### config.mk
export PLATFORM = sky130hd
export DESIGN_NAME = tc_transfer_frame_builder_top
export DESIGN_NICKNAME = d
export VERILOG_FILES = /design/src/rtl/tfb_pkg.sv /design/src/rtl/tfb_front.sv /design/src/rtl/tfb_queue.sv /design/src/rtl/tfb_back.sv /design/src/rtl/tc_transfer_frame_builder_top.sv
export SDC_FILE = /design/constraint.sdc
export NUM_CORES = 1
export LEC_CHECK = 0
export BUFFER_PORTS_ARGS = -buffer_cell sky130_fd_sc_hd__buf_2
export CAP_MARGIN = 20
export CORE_ASPECT_RATIO = 2
export CORE_UTILIZATION = 56
export DETAILED_ROUTE_END_ITERATION = 12
export PLACE_DENSITY_LB_ADDON = 0.12
export RECOVER_POWER = 50
export SLEW_MARGIN = 30
export SYNTH_ARGS = -nofsm -noshare
export SYNTH_HDL_FRONTEND = slang
export SYNTH_HIERARCHICAL = 1
export SYNTH_SLANG_ARGS = --single-unit
### constraint.sdc
create_clock -name clk -period 3.9 [get_ports clk]
set_input_delay 1.17 -clock clk [delete_from_list [all_inputs] [get_ports clk]]
set_output_delay 1.17 -clock clk [all_outputs]
set_load 0.01 [all_outputs]
### src/rtl/tfb_pkg.sv
package tfb_pkg;

  // Largest payload a frame may carry before it is rejected.
  localparam int unsigned TFB_MAX_PAYLOAD = 1024;

  // Depth of the queue between the front and back parts.
  localparam int unsigned TFB_QUEUE_DEPTH = 4;

  // Configuration register indexes.
  localparam logic [1:0] CFG_VERSION_NUMBER    = 2'd0;
  localparam logic [1:0] CFG_CRAFT_IDENTIFIER  = 2'd1;
  localparam logic [1:0] CFG_SEGMENT_HEADER_ON = 2'd2;

  localparam int unsigned CFG_INDEX_W = 2;
  localparam int unsigned CFG_DATA_W  = 10;

  typedef struct packed {
    logic [7:0]  payload_byte;
    logic        first_byte;
    logic        final_byte;
    logic [10:0] payload_count;
    logic [5:0]  channel_id;
    logic        bypass_bit;
    logic        control_bit;
    logic [1:0]  seq_flags;
    logic [5:0]  map_id;
  } tfb_in_t;

  typedef struct packed {
    logic [7:0] out_byte;
    logic       frame_end;
    logic       length_error;
  } tfb_out_t;

  // One classified item handed from the front part to the back part.
  typedef struct packed {
    logic        is_error;
    logic        is_first;
    logic        is_last;
    logic        seg_on;
    logic [7:0]  hdr0;
    logic [7:0]  hdr1;
    logic [7:0]  hdr2;
    logic [15:0] frame_len;
    logic [7:0]  seg_byte;
    logic [7:0]  data_byte;
  } tfb_job_t;

endpackage

### src/rtl/tfb_front.sv
module tfb_front #(
  parameter int unsigned MAX_PAYLOAD = tfb_pkg::TFB_MAX_PAYLOAD
) (
  input  logic                               clk,
  input  logic                               rst_n,
  input  logic                               in_valid,
  output logic                               in_stall,
  input  tfb_pkg::tfb_in_t                   in_data,
  input  logic                               cfg_valid,
  output logic                               cfg_ready,
  input  logic [tfb_pkg::CFG_INDEX_W-1:0]    cfg_index,
  input  logic [tfb_pkg::CFG_DATA_W-1:0]     cfg_data,
  input  logic                               q_full,
  output logic                               q_push,
  output tfb_pkg::tfb_job_t                  q_job
);
  import tfb_pkg::*;

  logic [1:0]  version_r;
  logic [9:0]  craft_r;
  logic        seg_on_r;
  logic        in_frame_r;
  logic        in_frame_nxt;
  logic        dropping_r;
  logic        dropping_nxt;
  logic        accept;
  logic        too_long;
  logic        want_push;
  logic [15:0] frame_len;

  assign cfg_ready = 1'b1;
  assign in_stall  = q_full;
  assign accept    = in_valid && !in_stall;

  // Counts up to 2^11-1, limit up to 2^16: compare in 17 bits.
  assign too_long  = {6'd0, in_data.payload_count} > 17'(MAX_PAYLOAD);
  assign frame_len = {5'd0, in_data.payload_count} - 16'd1;

  always_comb begin
    in_frame_nxt = in_frame_r;
    dropping_nxt = dropping_r;
    want_push    = 1'b0;
    if (in_data.first_byte) begin
      want_push = 1'b1;
      if (too_long) begin
        in_frame_nxt = 1'b0;
        dropping_nxt = !in_data.final_byte;
      end else begin
        in_frame_nxt = !in_data.final_byte;
        dropping_nxt = 1'b0;
      end
    end else if (dropping_r) begin
      if (in_data.final_byte) begin
        dropping_nxt = 1'b0;
      end
    end else if (in_frame_r) begin
      want_push = 1'b1;
      if (in_data.final_byte) begin
        in_frame_nxt = 1'b0;
      end
    end
  end

  assign q_push = accept && want_push;

  always_comb begin
    q_job.is_error  = in_data.first_byte && too_long;
    q_job.is_first  = in_data.first_byte;
    q_job.is_last   = in_data.final_byte;
    q_job.seg_on    = seg_on_r && !in_data.control_bit;
    q_job.hdr0      = {version_r, in_data.bypass_bit, in_data.control_bit, 2'b00,
                       craft_r[9:8]};
    q_job.hdr1      = craft_r[7:0];
    q_job.hdr2      = {in_data.channel_id, 2'b00};
    q_job.frame_len = frame_len;
    q_job.seg_byte  = {in_data.seq_flags, in_data.map_id};
    q_job.data_byte = in_data.payload_byte;
  end

  always_ff @(posedge clk) begin
    if (!rst_n) begin
      version_r  <= '0;
      craft_r    <= '0;
      seg_on_r   <= 1'b0;
      in_frame_r <= 1'b0;
      dropping_r <= 1'b0;
    end else begin
      if (cfg_valid && cfg_ready) begin
        case (cfg_index)
          CFG_VERSION_NUMBER:    version_r <= cfg_data[1:0];
          CFG_CRAFT_IDENTIFIER:  craft_r   <= cfg_data[9:0];
          CFG_SEGMENT_HEADER_ON: seg_on_r  <= cfg_data[0];
          default: ;
        endcase
      end
      if (accept) begin
        in_frame_r <= in_frame_nxt;
        dropping_r <= dropping_nxt;
      end
    end
  end

endmodule

### src/rtl/tfb_queue.sv
module tfb_queue (
  input  logic              clk,
  input  logic              rst_n,
  input  logic              push,
  input  tfb_pkg::tfb_job_t push_job,
  output logic              full,
  input  logic              pop,
  output logic              head_valid,
  output tfb_pkg::tfb_job_t head_job
);
  import tfb_pkg::*;

  localparam int unsigned PTR_W = $clog2(TFB_QUEUE_DEPTH);
  localparam int unsigned CNT_W = $clog2(TFB_QUEUE_DEPTH + 1);

  tfb_job_t         slot_r [TFB_QUEUE_DEPTH];
  logic [PTR_W-1:0] wr_ptr_r;
  logic [PTR_W-1:0] rd_ptr_r;
  logic [CNT_W-1:0] count_r;
  logic             do_push;
  logic             do_pop;

  assign full       = count_r == CNT_W'(TFB_QUEUE_DEPTH);
  assign head_valid = count_r != '0;
  assign head_job   = slot_r[rd_ptr_r];
  assign do_push    = push && !full;
  assign do_pop     = pop && head_valid;

  always_ff @(posedge clk) begin
    if (do_push) begin
      slot_r[wr_ptr_r] <= push_job;
    end
  end

  always_ff @(posedge clk) begin
    if (!rst_n) begin
      wr_ptr_r <= '0;
      rd_ptr_r <= '0;
      count_r  <= '0;
    end else begin
      if (do_push) begin
        wr_ptr_r <= (wr_ptr_r == PTR_W'(TFB_QUEUE_DEPTH - 1)) ? '0 : wr_ptr_r + 1'b1;
      end
      if (do_pop) begin
        rd_ptr_r <= (rd_ptr_r == PTR_W'(TFB_QUEUE_DEPTH - 1)) ? '0 : rd_ptr_r + 1'b1;
      end
      case ({do_push, do_pop})
        2'b10:   count_r <= count_r + 1'b1;
        2'b01:   count_r <= count_r - 1'b1;
        default: count_r <= count_r;
      endcase
    end
  end

endmodule

### src/rtl/tfb_back.sv
module tfb_back (
  input  logic              clk,
  input  logic              rst_n,
  input  logic              head_valid,
  input  tfb_pkg::tfb_job_t head_job,
  output logic              pop,
  output logic              out_valid,
  input  logic              out_stall,
  output tfb_pkg::tfb_out_t out_data
);
  import tfb_pkg::*;

  localparam logic [3:0] ST_HDR0  = 4'd0;
  localparam logic [3:0] ST_HDR1  = 4'd1;
  localparam logic [3:0] ST_HDR2  = 4'd2;
  localparam logic [3:0] ST_LENH  = 4'd3;
  localparam logic [3:0] ST_LENL  = 4'd4;
  localparam logic [3:0] ST_SEG   = 4'd5;
  localparam logic [3:0] ST_DATA  = 4'd6;
  localparam logic [3:0] ST_CRCH  = 4'd7;
  localparam logic [3:0] ST_CRCL  = 4'd8;
  localparam logic [3:0] ST_ERR   = 4'd9;
  localparam logic [3:0] ST_DONE  = 4'd10;

  // CRC-16-CCITT, polynomial 0x1021, one byte MSB first.
  function automatic logic [15:0] crc_byte(input logic [15:0] crc, input logic [7:0] b);
    logic [15:0] c;
    c = crc ^ {b, 8'h00};
    for (int i = 0; i < 8; i++) begin
      c = c[15] ? ({c[14:0], 1'b0} ^ 16'h1021) : {c[14:0], 1'b0};
    end
    return c;
  endfunction

  logic        busy_r;
  logic [3:0]  step_r;
  logic [15:0] crc_r;
  logic [15:0] crc_nxt;
  logic        out_valid_r;
  tfb_out_t    out_r;
  tfb_out_t    out_nxt;
  logic [3:0]  cur_step;
  logic [3:0]  next_step;
  logic        fire;
  logic        feed_crc;

  assign fire = head_valid && (!out_valid_r || !out_stall);
  assign pop  = fire && (next_step == ST_DONE);

  always_comb begin
    if (busy_r) begin
      cur_step = step_r;
    end else if (head_job.is_error) begin
      cur_step = ST_ERR;
    end else if (head_job.is_first) begin
      cur_step = ST_HDR0;
    end else begin
      cur_step = ST_DATA;
    end
  end

  always_comb begin
    case (cur_step)
      ST_HDR0: next_step = ST_HDR1;
      ST_HDR1: next_step = ST_HDR2;
      ST_HDR2: next_step = ST_LENH;
      ST_LENH: next_step = ST_LENL;
      ST_LENL: next_step = head_job.seg_on ? ST_SEG : ST_DATA;
      ST_SEG:  next_step = ST_DATA;
      ST_DATA: next_step = head_job.is_last ? ST_CRCH : ST_DONE;
      ST_CRCH: next_step = ST_CRCL;
      default: next_step = ST_DONE;
    endcase
  end

  always_comb begin
    out_nxt  = '0;
    feed_crc = 1'b1;
    case (cur_step)
      ST_HDR0: out_nxt.out_byte = head_job.hdr0;
      ST_HDR1: out_nxt.out_byte = head_job.hdr1;
      ST_HDR2: out_nxt.out_byte = head_job.hdr2;
      ST_LENH: out_nxt.out_byte = head_job.frame_len[15:8];
      ST_LENL: out_nxt.out_byte = head_job.frame_len[7:0];
      ST_SEG:  out_nxt.out_byte = head_job.seg_byte;
      ST_DATA: out_nxt.out_byte = head_job.data_byte;
      ST_CRCH: begin
        out_nxt.out_byte = crc_r[15:8];
        feed_crc         = 1'b0;
      end
      ST_CRCL: begin
        out_nxt.out_byte  = crc_r[7:0];
        out_nxt.frame_end = 1'b1;
        feed_crc          = 1'b0;
      end
      default: begin
        out_nxt.frame_end    = 1'b1;
        out_nxt.length_error = 1'b1;
        feed_crc             = 1'b0;
      end
    endcase
  end

  // The first header byte always starts from the preset value.
  always_comb begin
    if (cur_step == ST_HDR0) begin
      crc_nxt = crc_byte(16'hFFFF, out_nxt.out_byte);
    end else if (feed_crc) begin
      crc_nxt = crc_byte(crc_r, out_nxt.out_byte);
    end else if (cur_step == ST_CRCL) begin
      crc_nxt = 16'hFFFF;
    end else begin
      crc_nxt = crc_r;
    end
  end

  always_ff @(posedge clk) begin
    if (fire) begin
      out_r <= out_nxt;
    end
  end

  always_ff @(posedge clk) begin
    if (!rst_n) begin
      busy_r      <= 1'b0;
      step_r      <= ST_HDR0;
      crc_r       <= 16'hFFFF;
      out_valid_r <= 1'b0;
    end else begin
      if (fire) begin
        out_valid_r <= 1'b1;
        crc_r       <= crc_nxt;
        if (next_step == ST_DONE) begin
          busy_r <= 1'b0;
        end else begin
          busy_r <= 1'b1;
          step_r <= next_step;
        end
      end else if (!out_stall) begin
        out_valid_r <= 1'b0;
      end
    end
  end

  assign out_valid = out_valid_r;
  assign out_data  = out_r;

endmodule

### src/rtl/tc_transfer_frame_builder_top.sv
// Telecommand transfer frame builder: one payload byte in, frame bytes out.
// An item's result passes through the job queue and then the output register.
// Throughput: payload bytes pass at one per cycle while out_stall is low; a first byte
// expands into header, optional segment byte and data; a final byte adds the CRC.
// The back sequencer's one byte per unstalled cycle sets the rate; the queue absorbs bursts.
// Reset (rst_n, synchronous, active low) empties the queue, clears frame state and
// configuration registers to zero and presets the CRC to all ones.
module tc_transfer_frame_builder_top #(
  parameter int unsigned MAX_PAYLOAD = tfb_pkg::TFB_MAX_PAYLOAD
) (
  input  logic                            clk,
  input  logic                            rst_n,
  input  logic                            in_valid,
  output logic                            in_stall,
  input  tfb_pkg::tfb_in_t                in_data,
  output logic                            out_valid,
  input  logic                            out_stall,
  output tfb_pkg::tfb_out_t               out_data,
  input  logic                            cfg_valid,
  output logic                            cfg_ready,
  input  logic [tfb_pkg::CFG_INDEX_W-1:0] cfg_index,
  input  logic [tfb_pkg::CFG_DATA_W-1:0]  cfg_data
);
  import tfb_pkg::*;

  // The front part tracks frame and drop state and turns every item that
  // produces output into one job; the back part expands each job into its
  // bytes, keeps the running CRC and holds the result in an output register.
  logic     q_full;
  logic     q_push;
  tfb_job_t q_push_job;
  logic     q_pop;
  logic     q_head_valid;
  tfb_job_t q_head_job;

  tfb_front #(
    .MAX_PAYLOAD (MAX_PAYLOAD)
  ) u_front (
    .clk       (clk),
    .rst_n     (rst_n),
    .in_valid  (in_valid),
    .in_stall  (in_stall),
    .in_data   (in_data),
    .cfg_valid (cfg_valid),
    .cfg_ready (cfg_ready),
    .cfg_index (cfg_index),
    .cfg_data  (cfg_data),
    .q_full    (q_full),
    .q_push    (q_push),
    .q_job     (q_push_job)
  );

  // Short job queue so the input side keeps taking payload bytes while the
  // back part is still emitting a header or a trailer.
  tfb_queue u_queue (
    .clk        (clk),
    .rst_n      (rst_n),
    .push       (q_push),
    .push_job   (q_push_job),
    .full       (q_full),
    .pop        (q_pop),
    .head_valid (q_head_valid),
    .head_job   (q_head_job)
  );

  tfb_back u_back (
    .clk        (clk),
    .rst_n      (rst_n),
    .head_valid (q_head_valid),
    .head_job   (q_head_job),
    .pop        (q_pop),
    .out_valid  (out_valid),
    .out_stall  (out_stall),
    .out_data   (out_data)
  );

endmodule

==> run metrics, run 1 <==
Final period util=0.9438; Yosys top cell by area=edfxtp_1; Arr. time, crit path=about 4 ns; crit end category=flip-flop; Compound-Gate Fraction of Synth Area=0.06594; Post-DP HPWL=19460 µm; post-layout power=around 7.5 mW; Critical Path RT=4.34 ns; clock root buffer=clkbuf_16; Ys Warns=6; Period minus WS final=3.681 ns; fin util=0.6232; PortBufs=65; Final Setup Violations=0; Peak Freq=271.7 MHz; die height=216.8 µm; DR pass1 iterations=5; initial antenna violation count=0; hold path endpoint=u_queue/slot_r[0][48]$_DFFE_PP_; first-pass GRT wire length=43040 µm; worst skew pair latency=about 0.53 ns; mux cell area share after synthesis=0.1304; Post-synth EDFFs=250; max_slew headroom=0.2741; Area Growth Syn to Fin=9.199%; post-synthesis sequential area ratio=0.6523; routed length per placed instance=roughly 24 µm; critical path class=flip-flop to flip-flop; Mapped Area=around 13000 µm²; CTS Buf Count=25; FF-to-FF End=u_queue/count_r[2]$_SDFFE_PN0P_; Worst Tran Pin Value=1.089 ns; Worst-path clk slew=0.07 ns; syn avg cell area=15.99 µm²; HP Start=u_front/craft_r[8]$_SDFFE_PN0P_; register bit total from synthesis=~300; Antenna diodes=0; Initial Util=0.5707; Residual DRC=0; Ports=67; PwrDens=530.6 nW/µm²; peak supply drop=approximately 0.48 mV; H-tree depth=1; R2R Setup Slk=0.22 ns; CP startpoint kind=flip-flop; number of nets in the layout=924; Sink Count=296; max cap viols=0; Hold Path Class=flip-flop to flip-flop; Die X=roughly 110 µm; Clock Skew=0.009961 ns; P_leak=~4.8 nW; critical-path maximum fanout=6; clock buffer depth=3; cts hold-fix bufs=0; post-route ant nets=0; Fin Setup TNS=0 ns; Hold Path Depth=0; Netlist cell types=76; number of global-route vias before repair=7440; Fin. Hold Viols=0; CTS resizes=0; Avg Vias per Cell=a little over 6; post-synthesis adder-cell area fraction=0.009296; DRT Wirelength=between 20000 and 30000 µm; CTS tree=built; # rows=between 70 and 80; largest net degree at the start of global routing=around 60; post-synthesis xor/xnor area fraction=0.02944; Yosys top cell area share=0.5810; Post-Synth Simple-Gate Area=0.06284; Syn Inst Count=slightly above 800; reg2reg path depth=14; largest family of logic cells by synthesized area=multiplexers; Initial DRC Count=477; layout cells sized above 1=0.1980; top cells by area, synth=edfxtp_1, mux4_2, dfxtp_1; via count=7019; top_reg_cell synth=edfxtp_1; GPL Wtd Cong=0.9083; RSZ-0062 raised after global routing=no; status=finished, final reports clean; core area=between 20000 and 25000 µm²; Pins Over Slew Limit=0; Die ar.=23720 µm²; FFs w/ async S/R, synth=0; total setup buffers inserted after CTS=0; GR Util All Layers=0.2495; total congestion overflow=0
sequential cells by signal (all words and copies together) (netlist names), named ones only:
| register | cells |
|---|---|
| u_back/crc_r | 16 |
| u_front/seg_on_r | 1 |
| u_front/dropping_r | 1 |
| u_front/craft_r | 10 |
| u_queue/slot_r | 240 |
| u_queue/wr_ptr_r | 2 |
| u_front/in_frame_r | 1 |
| u_back/busy_r | 1 |
| u_queue/rd_ptr_r | 2 |
| u_back/out_valid | 1 |
| u_front/version_r | 2 |
| u_back/out_data | 10 |
| u_queue/count_r | 3 |
| u_back/step_r | 4 |
logic make-up after synthesis:
logic type	Yosys count
DFF	296
and+or+nand+nor	155
AOI/OAI and AO/OA	124
buffers and inverters	95
muxes	92
xor gates and xnor gates	35
adders and majority gates	9
other	2
through the flow:
stage / cells / hold WS, ns / setup WS [ns] / cell area, µm²
floorplan: 811 / 0.4539 / 0.1199 / 12930
finish: 1159 / 0.4977 / 0.2191 / 14110
detailed placement: 1114 / 0.4829 / 0.2697 / 13360
global route: 1159 / 0.5216 / 0.01619 / 14110
global placement: 1114 / 0.4737 / 0.2914 / 13360
CTS: 1159 / 0.4988 / 0.2490 / 14230
cell usage after synthesis, drive strengths merged (4+ instances only):
| cell type | count |
|---|---|
| a21oi | 35 |
| a222oi | 4 |
| a2bb2oi | 4 |
| a31oi | 4 |
| and2 | 9 |
| and3 | 5 |
| buf | 58 |
| clkbuf | 16 |
| dfxtp | 46 |
| edfxtp | 250 |
| ha | 8 |
| inv | 21 |
| mux2i | 30 |
| mux4 | 61 |
| nand2 | 43 |
| nand2b | 4 |
| nand3 | 11 |
| nor2 | 38 |
| nor2b | 7 |
| nor3 | 13 |
| nor3b | 6 |
| o211ai | 5 |
| o21ai | 35 |
| or3 | 7 |
| xnor2 | 20 |
| xor2 | 12 |
area by class of cell:
| type | instances | area, µm² |
|---|---|---|
| clock inverter | 14 | 182.7 |
| multi-input combinational | 420 | 3834 |
| clock buffer | 31 | 688.2 |
| fill | 1712 | 8532 |
| inverter | 21 | 78.83 |
| sequential | 296 | 8433 |
| timing repair buffer | 97 | 543.0 |
| tap | 280 | 350.3 |
cells in the final DEF (no fill, tap or decap), drive strengths merged, types with 5 or more instances in the layout:
cell type	synthesis	final
ha	8	8
conb	2	5
nand2	43	43
dfxtp	46	46
o211ai	5	5
inv	21	22
clkinv	0	8
and2	9	9
o21ai	35	35
nor2	38	38
and3	5	5
nor3	13	13
or3	7	7
mux2i	30	30
xor2	12	12
xnor2	20	20
clkbuf	16	79
nand3	11	11
buf	58	49
a21oi	35	35
nor2b	7	7
nor3b	6	6
edfxtp	250	250
mux4	61	61
layer usage:
| metal | GRT usage | wire (µm) | part of all wire | vias to the layer above |
|---|---|---|---|---|
| met4 | 0.1373 | 1687 | 0.060 | 0 |
| met1 | 0.2952 | 10690 | 0.38 | 3522 |
| met2 | 0.4356 | 14850 | 0.52 | 229 |
| li1 | - | - | - | 3195 |
| met3 | 0.02755 | 1074 | 0.038 | 73 |
| met5 | 0 | 0 | 0 | - |
worst max path at each step:
| stage | to | slack, ns | cells after the start |
|---|---|---|---|
| after floorplan | u_queue/slot_r[0][0]$_DFFE_PP_ | 0.12 | 5 |
| after global placement | u_back/crc_r[3]$_SDFFE_PN1P_ | 0.29 | 10 |
| after detailed placement | u_queue/count_r[2]$_SDFFE_PN0P_ | 0.27 | 14 |
| after CTS | u_queue/count_r[2]$_SDFFE_PN0P_ | 0.25 | 14 |
| after global routing | u_queue/count_r[2]$_SDFFE_PN0P_ | 0.02 | 14 |
| final | u_queue/count_r[2]$_SDFFE_PN0P_ | 0.22 | 14 |
where the power goes:
part | internal [mW] | leakage [nW] | total [mW] | switching, mW
registers | 3.58 | 2.64 | 3.70 | 0.117
clock network | 1.52 | 0.430 | 2.62 | 1.09
logic | 0.489 | 1.70 | 1.17 | 0.681
worst max-delay path, stage by stage (launching register included):
cell       delay [ns]
dfxtp_4          0.40
mux4_2           0.57
nor3_2           0.41
nor2_2           0.09
o2111ai_1        0.24
nand2_1          0.12
nor2_1           0.20
o31ai_1          0.19
inv_1            0.10
ha_1             0.18
inv_1            0.07
fa_1             0.38
xor2_1           0.16
or3_1            0.30
a21boi_0         0.19
Power figures use the tool's default switching activity.
==> run 2: changes to the inputs <==
--- a/config.mk
+++ b/config.mk
@@ -10,6 +10,7 @@
 export CORE_ASPECT_RATIO = 2
 export CORE_UTILIZATION = 56
 export DETAILED_ROUTE_END_ITERATION = 12
+export MAX_ROUTING_LAYER = met4
 export PLACE_DENSITY_LB_ADDON = 0.12
 export RECOVER_POWER = 50
 export SLEW_MARGIN = 30
==> run 2 against run 1 <==
Effect of this change:
- global-route usage grew 0.62 points
- sequential share of layout area shrank 0.17 points
- utilization grew 0.18 points
- die area is the same
- sequential power is essentially flat
- clock power grew 2%
- critical path type unchanged
==> run metrics, run 2 (synthesis gave the netlist of run 1 again) <==
HP Start=u_back/step_r[2]$_SDFFE_PN0P_; first-pass GRT wire length=42770 µm; Fin Setup TNS=0 ns; Peak Freq=274.1 MHz; cts hold-fix bufs=0; commonest non-fill, non-tap cells in the layout=edfxtp_1, mux4_2, clkbuf_1, dfxtp_1, nand2_1; Initial Util=0.5707; GPL Wtd Cong=0.9217; Clock Skew=0.01350 ns; critical-path maximum fanout=6; commonest non-fill, non-tap cell in the layout=edfxtp_1; CTS tree=built; initial antenna violation count=0; register area=between 8000 and 9000 µm²; hold path endpoint=u_back/step_r[2]$_SDFFE_PN0P_; final hold slack=around 0.5 ns; layout cells sized above 1=0.2041; Initial DRC Count=460; core area=22640 µm²; crit end category=flip-flop; Worst Tran Pin Value=around 0.85 ns; Buf/Inv on CP=2; area of the multi-input gates=3841 µm²; total setup buffers inserted after CTS=0; PwrDens=531.7 nW/µm²; largest net degree at the start of global routing=61; Critical Path RT=4.37 ns; H-tree depth=1; die height=216.8 µm; max reg flops=240; Worst-path clk slew=0.07 ns; CP peak stage delay=0.59 ns; Die X=109.4 µm; Most common cell on crit path=inv_1; R2R Setup Slk=0.25 ns; Residual DRC=0; clock root buffer=clkbuf_16; clock buffer depth=3; max cap viols=0; number of global-route vias before repair=7369; Die ar.=23720 µm²; Fin. Hold Viols=0; routed length per placed instance=about 24 µm; largest registers=u_queue/slot_r (240), u_back/crc_r (16); peak supply drop=0.4666 mV; CTS Buf Count=26; Arr. time, crit path=4.12 ns; max_slew headroom=0.4337; Antenna diodes=0; DRT Wirelength=28090 µm; Hold Path Depth=2; DP Worst Slack=around 0.27 ns; via count=7063; Final Setup Violations=0; Top delay family on crit path=simple AND/OR/NAND/NOR gates; CTS resizes=0; CP startpoint kind=flip-flop; fillers=1668; Period minus WS final=between 3 and 4 ns; Biggest register=u_queue/slot_r; Sink Count=roughly 300; Pins Over Slew Limit=0; worst skew pair latency=0.55 ns; Area Growth Syn to Fin=9.519%; total congestion overflow=0; Slowest-stage cell, CP=mux4_2; number of nets in the layout=925; FF-to-FF End=u_queue/count_r[2]$_SDFFE_PN0P_; Post-DP HPWL=19400 µm; crit-path cells=mux4_2 > nor3b_2 > a21oi_1 > o21ai_1 > o21ai_0 > nand2_1 > nor2_1 > o31ai_1 > inv_1 > ha_1 > inv_1 > fa_1 > xor2_1 > or3_1 > a21boi_0; Final period util=0.9356; critical path class=flip-flop to flip-flop; Avg Vias per Cell=~6.1; post-route ant nets=0; Ports=67; status=finished, final reports clean; PnR worst setup slack=0.2511 ns; DR pass1 iterations=5; GR Util All Layers=0.2557; # rows=78; Hold Path Class=flip-flop to flip-flop; PortBufs=65; P_leak=approximately 4.8 nW; reg2reg path depth=15
==> run 2: cell count changes in the layout (fill, tap and decap cells not counted), sizes merged <==
cell	change
bufinv	-1
clkbuf	-4
inv	+1
clkinv	+1
buf	+2
clkinvlp	+4
==> run 2: stage by stage <==
step / util / instances / total power [mW] / cell area (µm²)
CTS: 0.6296 / 1162 / 7.594 / 14260
detailed placement: 0.5899 / 1114 / 4.950 / 13360
global route: 0.6250 / 1162 / 7.783 / 14150
finish: 0.6250 / 1162 / 7.524 / 14150
floorplan: - / 811 / 4.592 / 12930
global placement: 0.5899 / 1114 / 4.920 / 13360
==> run 2: final cells by class <==
cell class              instances  share of cell area
flip-flops and latches        296              0.5959
clock buffers                  29             0.04898
clock inverters                19             0.01459
inverters                      21            0.005570
multi-input cells             420              0.2714
repair buffers                 97             0.03873
well taps                     280             0.02476
==> run 2: worst max-delay path by stage <==
stage                                                  to  slack [ns]  cells past startpoint
after detailed placement  u_queue/count_r[2]$_SDFFE_PN0P_        0.27                     14
after floorplan            u_queue/slot_r[0][0]$_DFFE_PP_        0.12                      5
after CTS                 u_queue/count_r[2]$_SDFFE_PN0P_        0.25                     14
after global routing      u_queue/count_r[2]$_SDFFE_PN0P_      -0.003                     14
final                     u_queue/count_r[2]$_SDFFE_PN0P_        0.25                     15
after global placement       u_back/crc_r[3]$_SDFFE_PN1P_        0.37                     10
==> run 2: worst reg2reg max path, delay by kind of cell, from the launching register on <==
kind | cells | cell delay (ns)
and+or+nand+nor | 4 | 0.84
AOI/OAI and AO/OA | 5 | 0.82
muxes | 1 | 0.59
adders and majority gates | 2 | 0.58
DFF | 1 | 0.40
buffers and inverters | 2 | 0.18
xor gates and xnor gates | 1 | 0.17
==> run 2: power breakdown <==
group / switching (mW) / internal (mW)
registers: 0.115 / 3.58
clock network: 1.15 / 1.50
logic: 0.679 / 0.492
==> run 2: layer usage <==
layer	share of wire	up-vias	global-route usage
met1	0.37	3579	0.2933
met2	0.54	214	0.4474
met3	0.039	70	0.02276
met5	0	-	-
met4	0.051	0	0.1160
li1	-	3200	-
==> run 3: changes to the inputs <==
--- a/config.mk
+++ b/config.mk
@@ -10,6 +10,7 @@
 export CORE_ASPECT_RATIO = 2
 export CORE_UTILIZATION = 56
 export DETAILED_ROUTE_END_ITERATION = 12
+export GPL_TIMING_DRIVEN = 0
 export MAX_ROUTING_LAYER = met4
 export PLACE_DENSITY_LB_ADDON = 0.12
 export RECOVER_POWER = 50
==> run 3 against run 2 <==
Effect of this change:
- the run now ends with capacitance limit, slew limit left
- maximum frequency fell by 2.8%
- register-to-register slack lost 0.11 ns
- die area did not move
- via count grew 2.2%
- clock-buffer cell count down 1
- sequential share of layout area decreased by 1.4 points
- utilization rose by 1.5 points
- global-route usage rose by 1.6 points
- largest cell class unchanged
==> run metrics, run 3 (synthesis gave the netlist of run 1 again) <==
FF-to-FF End=u_queue/count_r[2]$_SDFFE_PN0P_; Arr. time, crit path=4.22 ns; Clock Skew=0.009242 ns; number of global-route vias before repair=7611; H-tree depth=1; DR pass1 iterations=5; first-pass GRT wire length=roughly 45000 µm; initial antenna violation count=0; dpl cells=about 1100; core area=22640 µm²; PnR worst setup slack=about 0.14 ns; Avg Vias per Cell=6.033; largest net degree at the start of global routing=42; Worst Tran Pin Value=1.722 ns; CTS Buf Count=25; Final Non-Filler Cells=between 1000 and 1500; CP startpoint kind=flip-flop; # rows=between 70 and 80; largest registers=u_queue/slot_r (240), u_back/crc_r (16); Ports=67; final instance area=14490 µm²; DP Worst Slack=-1.290 ns; Initial DRC Count=544; commonest non-fill, non-tap cells in the layout=edfxtp_1, clkbuf_1, mux4_2, dfxtp_1, nand2_1; commonest non-fill, non-tap cell in the layout=edfxtp_1; GR Util All Layers=0.2719; clock buffer depth=3; Worst-path clk slew=0.07 ns; switching share of total power=0.2641; Die X=109.4 µm; max_slew headroom=-0.1487; Antenna diodes=0; via count=between 7000 and 8000; GPL Wtd Cong=1.016; crit end category=flip-flop; layout cells sized above 1=0.2194; R2R Setup Slk=0.14 ns; RSZ-0062 raised after global routing=no; critical-path maximum fanout=6; number of nets in the layout=960; peak supply drop=0.4712 mV; Area Growth Syn to Fin=12.17%; Biggest register=u_queue/slot_r; placed inst area=around 14000 µm²; reg2reg path depth=17; Final period util=0.9629; Die ar.=between 20000 and 25000 µm²; PwrDens=509.1 nW/µm²; worst skew pair latency=0.54 ns; Reg power frac=0.499; Residual DRC=0; Comb pwr share=0.175; Critical Path RT=4.37 ns; critical path class=flip-flop to flip-flop; post-route ant nets=0; fillers=about 1700; failing checks=capacitance limit, slew limit; internal power=5.430 mW; Hold Path Class=flip-flop to flip-flop; Peak Freq=266.3 MHz; die height=216.8 µm; PortBufs=42; routed length per placed instance=about 25 µm; HP Start=u_back/step_r[2]$_SDFFE_PN0P_; total congestion overflow=0; Final Setup Violations=0; P_leak=4.904 nW; Fin. Hold Viols=0; status=finished with violations; Clock power frac=0.326; Period minus WS final=3.755 ns; DRT Wirelength=roughly 30000 µm; clock root buffer=clkbuf_16; Pins Over Slew Limit=40; hold path endpoint=u_back/step_r[2]$_SDFFE_PN0P_; CTS tree=built; Initial Util=0.5707; Hold Path Depth=2; Post-DP HPWL=21310 µm; sw power=a little under 2 mW; Sink Count=approximately 300; max cap viols=2; max reg flops=240
==> run 3: cell types whose count changed in the layout (fill, tap and decap cells not counted), sizes merged <==
cell      previous run  this run
bufinv               3         2
buf                 51        72
clkinv               9        11
clkbuf              75        89
clkinvlp             5         3
==> run 3: worst max-delay path by stage <==
stage	endpoint	slack (ns)	cells past startpoint
final	u_queue/count_r[2]$_SDFFE_PN0P_	0.14	17
after global routing	u_queue/count_r[2]$_SDFFE_PN0P_	0.01	17
after CTS	u_queue/count_r[2]$_SDFFE_PN0P_	-0.06	17
after detailed placement	u_queue/count_r[2]$_SDFFE_PN0P_	-1.29	18
after global placement	u_queue/count_r[2]$_SDFFE_PN0P_	-1.14	18
after floorplan	u_queue/slot_r[0][0]$_DFFE_PP_	0.12	5
==> run 3: critical path, stage by stage, from the launching register on <==
cell	delay (ns)
dfxtp_2	0.34
buf_8	0.13
buf_12	0.10
mux4_2	0.60
nor3b_4	0.27
a31oi_2	0.08
buf_4	0.21
o2111ai_4	0.22
nand2_2	0.11
nor2_4	0.16
o31ai_4	0.12
inv_1	0.11
ha_4	0.14
inv_1	0.05
fa_1	0.38
xor2_1	0.17
or3_1	0.33
a21boi_1	0.15
==> run 3: per-layer routing <==
| layer | vias up | track usage | part of all wire |
|---|---|---|---|
| met5 | - | - | 0 |
| met3 | 61 | 0.03205 | 0.042 |
| met4 | 0 | 0.1342 | 0.050 |
| met2 | 212 | 0.4897 | 0.56 |
| met1 | 3671 | 0.2871 | 0.35 |
| li1 | 3272 | - | - |
==> run 3: area by class of cell <==
cell class	count	area [µm²]	share of cell area
sequential	296	8431	0.5817
buffer	73	479.2	0.03306
clock buffer	28	636.9	0.04394
tap	280	350.3	0.02417
timing repair buffer	60	415.4	0.02866
inverter	21	78.83	0.005439
clock inverter	18	142.6	0.009841
multi-input combinational	420	3960	0.2732
==> run 3: power by group through the flow <==
stage | Combinational (mW) | Sequential (mW) | Clock, mW
after floorplan | 0.870 | 3.72 | 0
after global placement | 1.19 | 3.75 | 0
after detailed placement | 1.23 | 3.75 | 0
after CTS | 1.29 | 3.68 | 2.46
after global routing | 1.39 | 3.70 | 2.57
final | 1.29 | 3.68 | 2.40
==> run 3: what timing repair did <==
| action | CTS | global route |
|---|---|---|
| pin swaps | 5 | 5 |
| hold buffers | 0 | 0 |
| gates resized for setup | 27 | 8 |
| endpoints found under the hold margin | 0 | 0 |
| setup endpoints to repair | 27 | 2 |
| buffers inserted | 8 | 6 |
| cloned | 0 | 0 |
==> run 3: through the flow <==
stage	hold slack [ns]	utilization	power, mW	TNS, ns
floorplan	0.4539	-	4.592	0
global placement	0.4759	0.5959	4.936	-257.33
detailed placement	0.4767	0.6015	4.980	-13.09
CTS	0.4935	0.6436	7.437	-0.06282
global route	0.5196	0.6401	7.651	0
finish	0.4949	0.6401	7.379	0
